### src/hdl/ssd_pkg.sv
// Package for the scanned seven-segment display: sizes, character codes, glyph table.
package ssd_pkg;

  localparam int unsigned DigitsDefault = 8;
  localparam int unsigned PosW          = 3;
  localparam int unsigned CharW         = 8;
  localparam int unsigned SegW          = 8;

  localparam logic       ModeWrite = 1'b0;
  localparam logic       ModeTick  = 1'b1;

  localparam logic [7:0] ChZero    = 8'h30;
  localparam logic [7:0] ChNine    = 8'h39;
  localparam logic [7:0] ChUpperA  = 8'h41;
  localparam logic [7:0] ChUpperZ  = 8'h5A;
  localparam logic [7:0] ChLowerA  = 8'h61;
  localparam logic [7:0] ChLowerZ  = 8'h7A;
  localparam logic [7:0] ChHyphen  = 8'h2D;

  localparam logic [5:0] LetterBase = 6'd10;

  localparam logic [7:0] SegDash  = 8'h40;
  localparam logic [7:0] SegBlank = 8'h00;
  localparam logic [7:0] SegDot   = 8'h80;

  typedef struct packed {
    logic             dot;
    logic [CharW-1:0] char_code;
  } cell_t;

  function automatic logic [SegW-1:0] glyph(input logic [5:0] idx);
    logic [SegW-1:0] g;
    case (idx)
      6'd0:  g = 8'h3F;
      6'd1:  g = 8'h06;
      6'd2:  g = 8'h5B;
      6'd3:  g = 8'h4F;
      6'd4:  g = 8'h66;
      6'd5:  g = 8'h6D;
      6'd6:  g = 8'h7D;
      6'd7:  g = 8'h07;
      6'd8:  g = 8'h7F;
      6'd9:  g = 8'h6F;
      6'd10: g = 8'h77;
      6'd11: g = 8'h7C;
      6'd12: g = 8'h39;
      6'd13: g = 8'h5E;
      6'd14: g = 8'h79;
      6'd15: g = 8'h71;
      6'd16: g = 8'h3D;
      6'd17: g = 8'h76;
      6'd18: g = 8'h0F;
      6'd19: g = 8'h0E;
      6'd20: g = 8'h75;
      6'd21: g = 8'h38;
      6'd22: g = 8'h37;
      6'd23: g = 8'h54;
      6'd24: g = 8'h5C;
      6'd25: g = 8'h73;
      6'd26: g = 8'h67;
      6'd27: g = 8'h31;
      6'd28: g = 8'h49;
      6'd29: g = 8'h78;
      6'd30: g = 8'h3E;
      6'd31: g = 8'h1C;
      6'd32: g = 8'h7E;
      6'd33: g = 8'h64;
      6'd34: g = 8'h6E;
      6'd35: g = 8'h59;
      default: g = SegBlank;
    endcase
    return g;
  endfunction

endpackage

### src/hdl/ssd_decode.sv
// Character cell to segment pattern decoder.
module ssd_decode (
  input  ssd_pkg::cell_t                  entry,
  output logic [ssd_pkg::SegW-1:0]        segments
);

  logic [ssd_pkg::CharW-1:0] ch;
  logic [ssd_pkg::CharW-1:0] off_digit;
  logic [ssd_pkg::CharW-1:0] off_upper;
  logic [ssd_pkg::CharW-1:0] off_lower;
  logic [ssd_pkg::SegW-1:0]  g_digit;

  assign ch        = entry.char_code;
  assign off_digit = ch - ssd_pkg::ChZero;
  assign off_upper = ch - ssd_pkg::ChUpperA;
  assign off_lower = ch - ssd_pkg::ChLowerA;
  assign g_digit   = ssd_pkg::glyph(off_digit[5:0]);

  always_comb begin
    if (ch >= ssd_pkg::ChZero && ch <= ssd_pkg::ChNine) begin
      segments = entry.dot ? (g_digit | ssd_pkg::SegDot) : g_digit;
    end else if (ch >= ssd_pkg::ChUpperA && ch <= ssd_pkg::ChUpperZ) begin
      segments = ssd_pkg::glyph(off_upper[5:0] + ssd_pkg::LetterBase);
    end else if (ch >= ssd_pkg::ChLowerA && ch <= ssd_pkg::ChLowerZ) begin
      segments = ssd_pkg::glyph(off_lower[5:0] + ssd_pkg::LetterBase);
    end else if (ch == ssd_pkg::ChHyphen) begin
      segments = ssd_pkg::SegDash;
    end else begin
      segments = ssd_pkg::SegBlank;
    end
  end

endmodule

### src/hdl/seven_segment_scan_display.sv
// Top level of the scanned seven-segment display: digit store, scan counter, output register.
//
//   channel  ports                                        direction
//   in       in_valid in_stall in_mode in_position         into block
//            in_char_code in_dot
//   out      out_valid out_stall out_digit_select          out of block
//            out_segments
//
// One item per cycle while in_stall is low. A write updates the digit store
// at the accepting edge; a scan tick is decoded in the same cycle and its
// result sits in the output register from the next cycle. Synchronous
// active-low reset blanks all digits and returns the scan to digit 0.
// in_stall is raised only while a result is held and out_stall is high.
module seven_segment_scan_display #(
  parameter int unsigned DIGITS = ssd_pkg::DigitsDefault
) (
  input  logic                        clk,
  input  logic                        rst_n,
  input  logic                        in_valid,
  output logic                        in_stall,
  input  logic                        in_mode,
  input  logic [ssd_pkg::PosW-1:0]    in_position,
  input  logic [ssd_pkg::CharW-1:0]   in_char_code,
  input  logic                        in_dot,
  output logic                        out_valid,
  input  logic                        out_stall,
  output logic [ssd_pkg::PosW-1:0]    out_digit_select,
  output logic [ssd_pkg::SegW-1:0]    out_segments
);

  localparam logic [ssd_pkg::PosW-1:0] LastPos = ssd_pkg::PosW'(DIGITS - 1);

  ssd_pkg::cell_t                store_r [DIGITS];
  logic [ssd_pkg::PosW-1:0]      scan_pos_r;
  logic [ssd_pkg::PosW-1:0]      scan_pos_nxt;
  logic                          out_valid_r;
  logic                          out_valid_nxt;
  logic [ssd_pkg::PosW-1:0]      sel_r;
  logic [ssd_pkg::SegW-1:0]      seg_r;
  logic [ssd_pkg::SegW-1:0]      seg_dec;
  logic                          in_acc;
  logic                          tick;
  logic                          wr;

  assign in_stall = out_valid_r & out_stall;
  assign in_acc   = in_valid & ~in_stall;
  assign tick     = in_acc & (in_mode == ssd_pkg::ModeTick);
  assign wr       = in_acc & (in_mode == ssd_pkg::ModeWrite)
                    & (32'(in_position) < DIGITS);

  ssd_decode u_decode (
    .entry    (store_r[scan_pos_r]),
    .segments (seg_dec)
  );

  always_comb begin
    scan_pos_nxt = scan_pos_r;
    if (tick) begin
      scan_pos_nxt = (scan_pos_r == LastPos) ? '0 : scan_pos_r + 1'b1;
    end
  end

  always_comb begin
    out_valid_nxt = out_valid_r;
    if (tick) begin
      out_valid_nxt = 1'b1;
    end else if (!out_stall) begin
      out_valid_nxt = 1'b0;
    end
  end

  always_ff @(posedge clk) begin
    if (!rst_n) begin
      scan_pos_r  <= '0;
      out_valid_r <= 1'b0;
      for (int i = 0; i < int'(DIGITS); i++) begin
        store_r[i] <= '0;
      end
    end else begin
      scan_pos_r  <= scan_pos_nxt;
      out_valid_r <= out_valid_nxt;
      if (wr) begin
        store_r[in_position] <= '{dot: in_dot, char_code: in_char_code};
      end
    end
  end

  always_ff @(posedge clk) begin
    if (tick) begin
      sel_r <= scan_pos_r;
      seg_r <= seg_dec;
    end
  end

  assign out_valid        = out_valid_r;
  assign out_digit_select = sel_r;
  assign out_segments     = seg_r;

`ifndef SYNTHESIS
  a_scan_in_range: assert property (@(posedge clk) disable iff (!rst_n)
    32'(scan_pos_r) < DIGITS)
    else $error("scan position beyond last digit");

  a_tick_gives_result: assert property (@(posedge clk) disable iff (!rst_n)
    tick |=> out_valid_r)
    else $error("scan tick produced no result");

  a_select_matches_scan: assert property (@(posedge clk) disable iff (!rst_n)
    tick |=> (out_digit_select == $past(scan_pos_r)))
    else $error("digit select differs from scan position");

  a_scan_holds: assert property (@(posedge clk) disable iff (!rst_n)
    !tick |=> $stable(scan_pos_r))
    else $error("scan position moved without a tick");
`endif

endmodule
### config.mk
export PLATFORM = sky130hd
export DESIGN_NAME = seven_segment_scan_display
export DESIGN_NICKNAME = d
export VERILOG_FILES = /design/src/hdl/ssd_pkg.sv /design/src/hdl/ssd_decode.sv /design/src/hdl/seven_segment_scan_display.sv
export SDC_FILE = /design/constraint.sdc
export NUM_CORES = 1
export LEC_CHECK = 0
export BUFFER_PORTS_ARGS = -buffer_cell sky130_fd_sc_hd__buf_2
export CORE_ASPECT_RATIO = 2
export CORE_MARGIN = 2
export CORE_UTILIZATION = 46
export DETAILED_ROUTE_END_ITERATION = 16
export SLEW_MARGIN = 30
export SYNTH_ARGS = -nofsm -noshare
export SYNTH_HDL_FRONTEND = slang
export SYNTH_SLANG_ARGS = --single-unit
### constraint.sdc
create_clock -name clk -period 11.15 [get_ports clk]
set_clock_uncertainty 0.1 [all_clocks]
set_input_delay 2.23 -clock clk [delete_from_list [all_inputs] [get_ports clk]]
set_output_delay 2.23 -clock clk [all_outputs]
set_load 0.01 [all_outputs]
Word level (Yosys, flattened, before mapping)
Memories as Yosys holds them, arrays and structs flattened. A register that Yosys moved wholly into a read port is not among the register bits. Index checks and enable logic that the tools add are counted.

Memories kept: 4. RAM bits: 72. Bits in registers: 15. Output and inout port bits: 13. Bits in read-only memories: 1344. Word-level logic and storage cells: 50. Input port bits: 17.

Memory list: (no name shown) (words 64, width 7, read ports 1, clocked after memory_dff 0, wr ports 0, line ssd_pkg.sv:33) `case (idx)`; (no name shown) (words 64, width 7, read ports 1, clocked after memory_dff 0, wr ports 0, line ssd_pkg.sv:33); (no name shown) (words 64, width 7, read ports 1, clocked after memory_dff 0, wr ports 0, line ssd_pkg.sv:33); store_r (words 8, width 9, read ports 1, clocked after memory_dff 1, wr ports 8, line seven_segment_scan_display.sv:33) `ssd_pkg::cell_t store_r [DIGITS];`.

Add/subtract/negate cells: 6. Muxes and demuxes: 17. Eq/ne operators: 3. Bitwise gates (word level): 6. $lt $le $gt $ge: 6. Reductions and logical operators: 4.

Operator list (count): 8-bit 2-to-1 mux (4); 8-bit by 7-bit >= comparator with 1-bit output (second input constant) (2); 8-bit by 7-bit <= comparator with 1-bit output (second input constant) (2); 6-bit by 4-bit adder with 6-bit output (second input constant) (2); 3-bit 2-to-1 mux (4); 6-bit subtractor (second input constant) (2); 9-bit 2-to-1 mux (1); 9-bit OR reduction (1); 8-bit by 6-bit equality test with 1-bit output (second input constant) (1); 8-bit by 6-bit >= comparator with 1-bit output (second input constant) (1); 8-bit by 6-bit <= comparator with 1-bit output (second input constant) (1); 1-bit 2-to-1 mux (7); 7-bit 2-to-1 mux (1); 6-bit by 1-bit subtractor with 6-bit output (second input constant) (1); 1-bit AND (4); 3-bit by 1-bit adder with 3-bit output (second input constant) (1); 3-bit equality test (second input constant) (1); 1-bit logical AND (3); 2-bit by 1-bit inequality test with 1-bit output (second input constant) (1); 1-bit inverter (2).

Depth between registers and ports, before layout
Depth in word-level cells: 9. Gate-level depth with buffers: 18. Gate-level depth less buffers: 14.

Cells and area by module
From an unflattened synthesis, not the netlist that was laid out.

Cells, all modules: 504. Area, all modules: 5562.8 um2.

By module, submodules not included: seven_segment_scan_display (times used 1, area an instance 3877.5 um2, cells an instance 257); ssd_decode (times used 1, area an instance 1685.4 um2, cells an instance 247).

Least setup slack after synthesis
OpenSTA, ideal clock, no wires.

Kind: input to output. Start point: in out_stall. End point: out in_stall. Slack: 6.423 ns. Cell stages on the path: 2. Data arrival time: 2.397 ns. Required time: 8.820 ns. Cells stage by stage: nand2_1 -> inv_1.

Longest elaborated chain between the ends: 1.

RTL lines: from (decl) (line seven_segment_scan_display.sv:26) `input logic out_stall,`; 1-bit AND (line seven_segment_scan_display.sv:45) `assign in_stall = out_valid_r & out_stall;`; to (decl) (line seven_segment_scan_display.sv:20) `output logic in_stall,`.

Every way passes these cells.

Worst setup path after layout
Same ends and word-level chain as after synthesis.

==> impl_metrics.json <==
{
  "grt.total_usage_pct": 24.6,
  "synth_area_um2": 5540,
  "antenna_found_initial": 0,
  "synth-edff-count": 83,
  "cts.path.max_buffers": 2,
  "htree_levels": 3,
  "grt_pass1_vias": 4213,
  "hold_depth": 0,
  "cts-root-buf": "clkbuf_16",
  "numCtsBuffers": 9,
  "cp-start-kind": "primary input",
  "cpPeakStageDelay_ns": 0.13,
  "crit_top_cell": "buf_2",
  "path_cells": "buf_2, nand2_1, inv_1, buf_2",
  "max_freq_ghz": 0.202,
  "postSynth.asyncResetShare_pct": 0,
  "dp_worst_setup_slack_ns": 6.21,
  "cpMaxStageDelayCell": "buf_2",
  "gp_congestion": 0.990,
  "reg2reg_depth": 14,
  "slew_headroom_pct": 39.6,
  "synthFlopType": "edfxtp_1",
  "drt_first_pass_iters": 5,
  "crit_required_ns": 8.82,
  "core_area_um2": 11800,
  "clock_latency_ns": 0.34,
  "worstHoldPathType": "reg -> reg",
  "drt_wl_total_um": 15200,
  "synth_nets": 552,
  "cellLeakagePower_nw": 2.18,
  "rows": 56,
  "cts_hold_buf": 0,
  "avgSynthCellArea_um2": 10.7,
  "die_w_um": 81.6,
  "initial_utilization_pct": 47.1,
  "finalCritPeriodShare_pct": 44.3,
  "drt_iter0_markers": 265,
  "setup_viol": 0,
  "diodes": 0,
  "rsz0062_at_grt": "no",
  "fin_crit_ns": 4.94,
  "postCtsSetupBuffers": 0,
  "clk_pin_slew_ns": 0.07,
  "dr_total_vias": 4200,
  "die_h_um": 159,
  "numPortBuffers": 29,
  "tightest_slew_ns": 0.904,
  "finalNonFillerCells": 685,
  "maxSlewViolCount": 0,
  "final_hold_viol_count": 0,
  "dpl.cell_count": 669,
  "wl_per_cell_um": 22.2,
  "synthTopCellsByArea": "edfxtp_1, and2_1, mux4_2",
  "tns_ns": 0,
  "status": "completed",
  "synth_cells": 519,
  "io_pins": 30,
  "layout-drive-gt1-share_pct": 17.2,
  "ys_types": 65,
  "cts_resized": 0,
  "gr-total-overflow": 0,
  "setup_ws_ns": 6.21,
  "postRouteAntennaNets": 0,
  "area_growth_pct": 9.60,
  "crit_path_end_kind": "output port",
  "grt_max_degree": 30,
  "synth_top_area_share_pct": 45.0,
  "finalCoreUtilization_pct": 51.6,
  "cts_sinks": 90,
  "yosys_warnings": 0,
  "synth_top_area_cell": "edfxtp_1",
  "arrival_ns": 2.61,
  "die-area_um2": 13000,
  "synth_seq_cells": 90,
  "drt-vias-per-instance": 6.13,
  "route.detailed.drc": 0,
  "powerDensity_nw_per_um2": 148,
  "dp.final_hpwl_um": 10800,
  "ys_seq_area_share_pct": 47.5,
  "drv_cap": 0,
  "irDropWorstVdd_v": 0.0000949,
  "grt_pass1_wl_um": 23500,
  "worstSetupPathType": "in -> out",
  "path_max_fanout": 4,
  "cts_tree": "built",
  "fin_nets": 568
}
-- cell type report --
class	instances	area, um2
Fill cell	1078	5700
Multi-Input combinational cell	379	2680
Sequential cell	90	2630
Timing Repair Buffer	40	228
Clock buffer	9	225
Tap cell	145	181
Clock inverter	7	68.8
Inverter	15	61.3
-- cells by family (layout without fill, tap and decap cells) --
kind of cell,after synthesis,after routing,share of synthesized area [%]
AND/OR/NAND/NOR,209,209,20.1
AO/OA/AOI/OAI,120,120,14.2
flip-flops,90,90,47.5
buffers and inverters,50,71,4.38
multiplexers,30,30,9.57
adder cells (fa/ha/maj),16,16,3.61
XOR/XNOR,4,4,0.632
-- registers in the layout (all words and copies together), names as in the netlist, named ones only --
signal	cells
out_valid	1
store_r	72
scan_pos_r	3
out_segments	8
out_digit_select	3
-- stage by stage --
step / hold WS (ns) / total power (W) / cell area, um2
after floorplan: 0.334 / 0.000542 / 5540
after global placement: 0.348 / 0.000597 / 5780
after detailed placement: 0.354 / 0.000600 / 5780
after CTS: 0.375 / 0.000903 / 6070
after global routing: 0.400 / 0.000933 / 6070
final: 0.369 / 0.000899 / 6070
-- power breakdown --
group	total, W	switching (W)	internal [W]
clock network	0.000301	0.000128	0.000173
logic	0.000202	0.000133	0.0000685
registers	0.000396	0.00000781	0.000388
-- cells in the mapped netlist (3+ instances only) --
| master | n |
|---|---|
| edfxtp_1 | 83 |
| and2_1 | 72 |
| nand2_1 | 38 |
| nor2_1 | 35 |
| a21oi_1 | 34 |
| o21ai_0 | 32 |
| clkbuf_1 | 23 |
| nor3_1 | 18 |
| ha_1 | 16 |
| inv_1 | 12 |
| mux4_2 | 12 |
| nand3_1 | 11 |
| a211oi_1 | 10 |
| mux2i_1 | 8 |
| o211ai_1 | 8 |
| dfxtp_1 | 7 |
| o22ai_1 | 6 |
| buf_4 | 5 |
| nand2b_1 | 5 |
| nor4_1 | 5 |
| a31oi_1 | 4 |
| and3_1 | 4 |
| buf_2 | 4 |
| nor2b_1 | 4 |
| xnor2_1 | 4 |
| a32o_1 | 3 |
| o221ai_1 | 3 |
| or3b_2 | 3 |
-- metal layers --
metal	track usage (%)	part of all wire (%)	vias up
li1	-	-	1957
met5	0	0	-
met1	26.0	34	2005
met2	43.6	55	182
met3	3.80	4.3	56
met4	15.4	6.0	0
-- worst max-delay path: cells and delay by family --
kind / cells / cell delay [ns]
buf+inv: 3 / 0.27
simple gates: 1 / 0.11
-- path summary, 6_finish.rpt --
kind,start,slack [ns],endpoint
worst max-delay path,out_stall,6.21,in_stall
worst min register to register,scan_pos_r[2],0.37,out_digit_select[2]
worst min-delay path,scan_pos_r[2],0.37,out_digit_select[2]
worst max register to register,register,6.39,out_segments[6]
-- layout by cell type (no fill, tap or decap), types with 8 or more instances in the layout --
master and instances:
nor2_1 35, edfxtp_1 83, buf_2 29, mux4_2 12
nor3_1 17, a21oi_1 34, nand3_1 11, inv_1 12
clkbuf_16 9, nand2_1 38, a211oi_1 10, ha_1 16
o211ai_1 8, o21ai_0 32, buf_4 11, and2_1 72
Power figures use the tool's default switching activity.
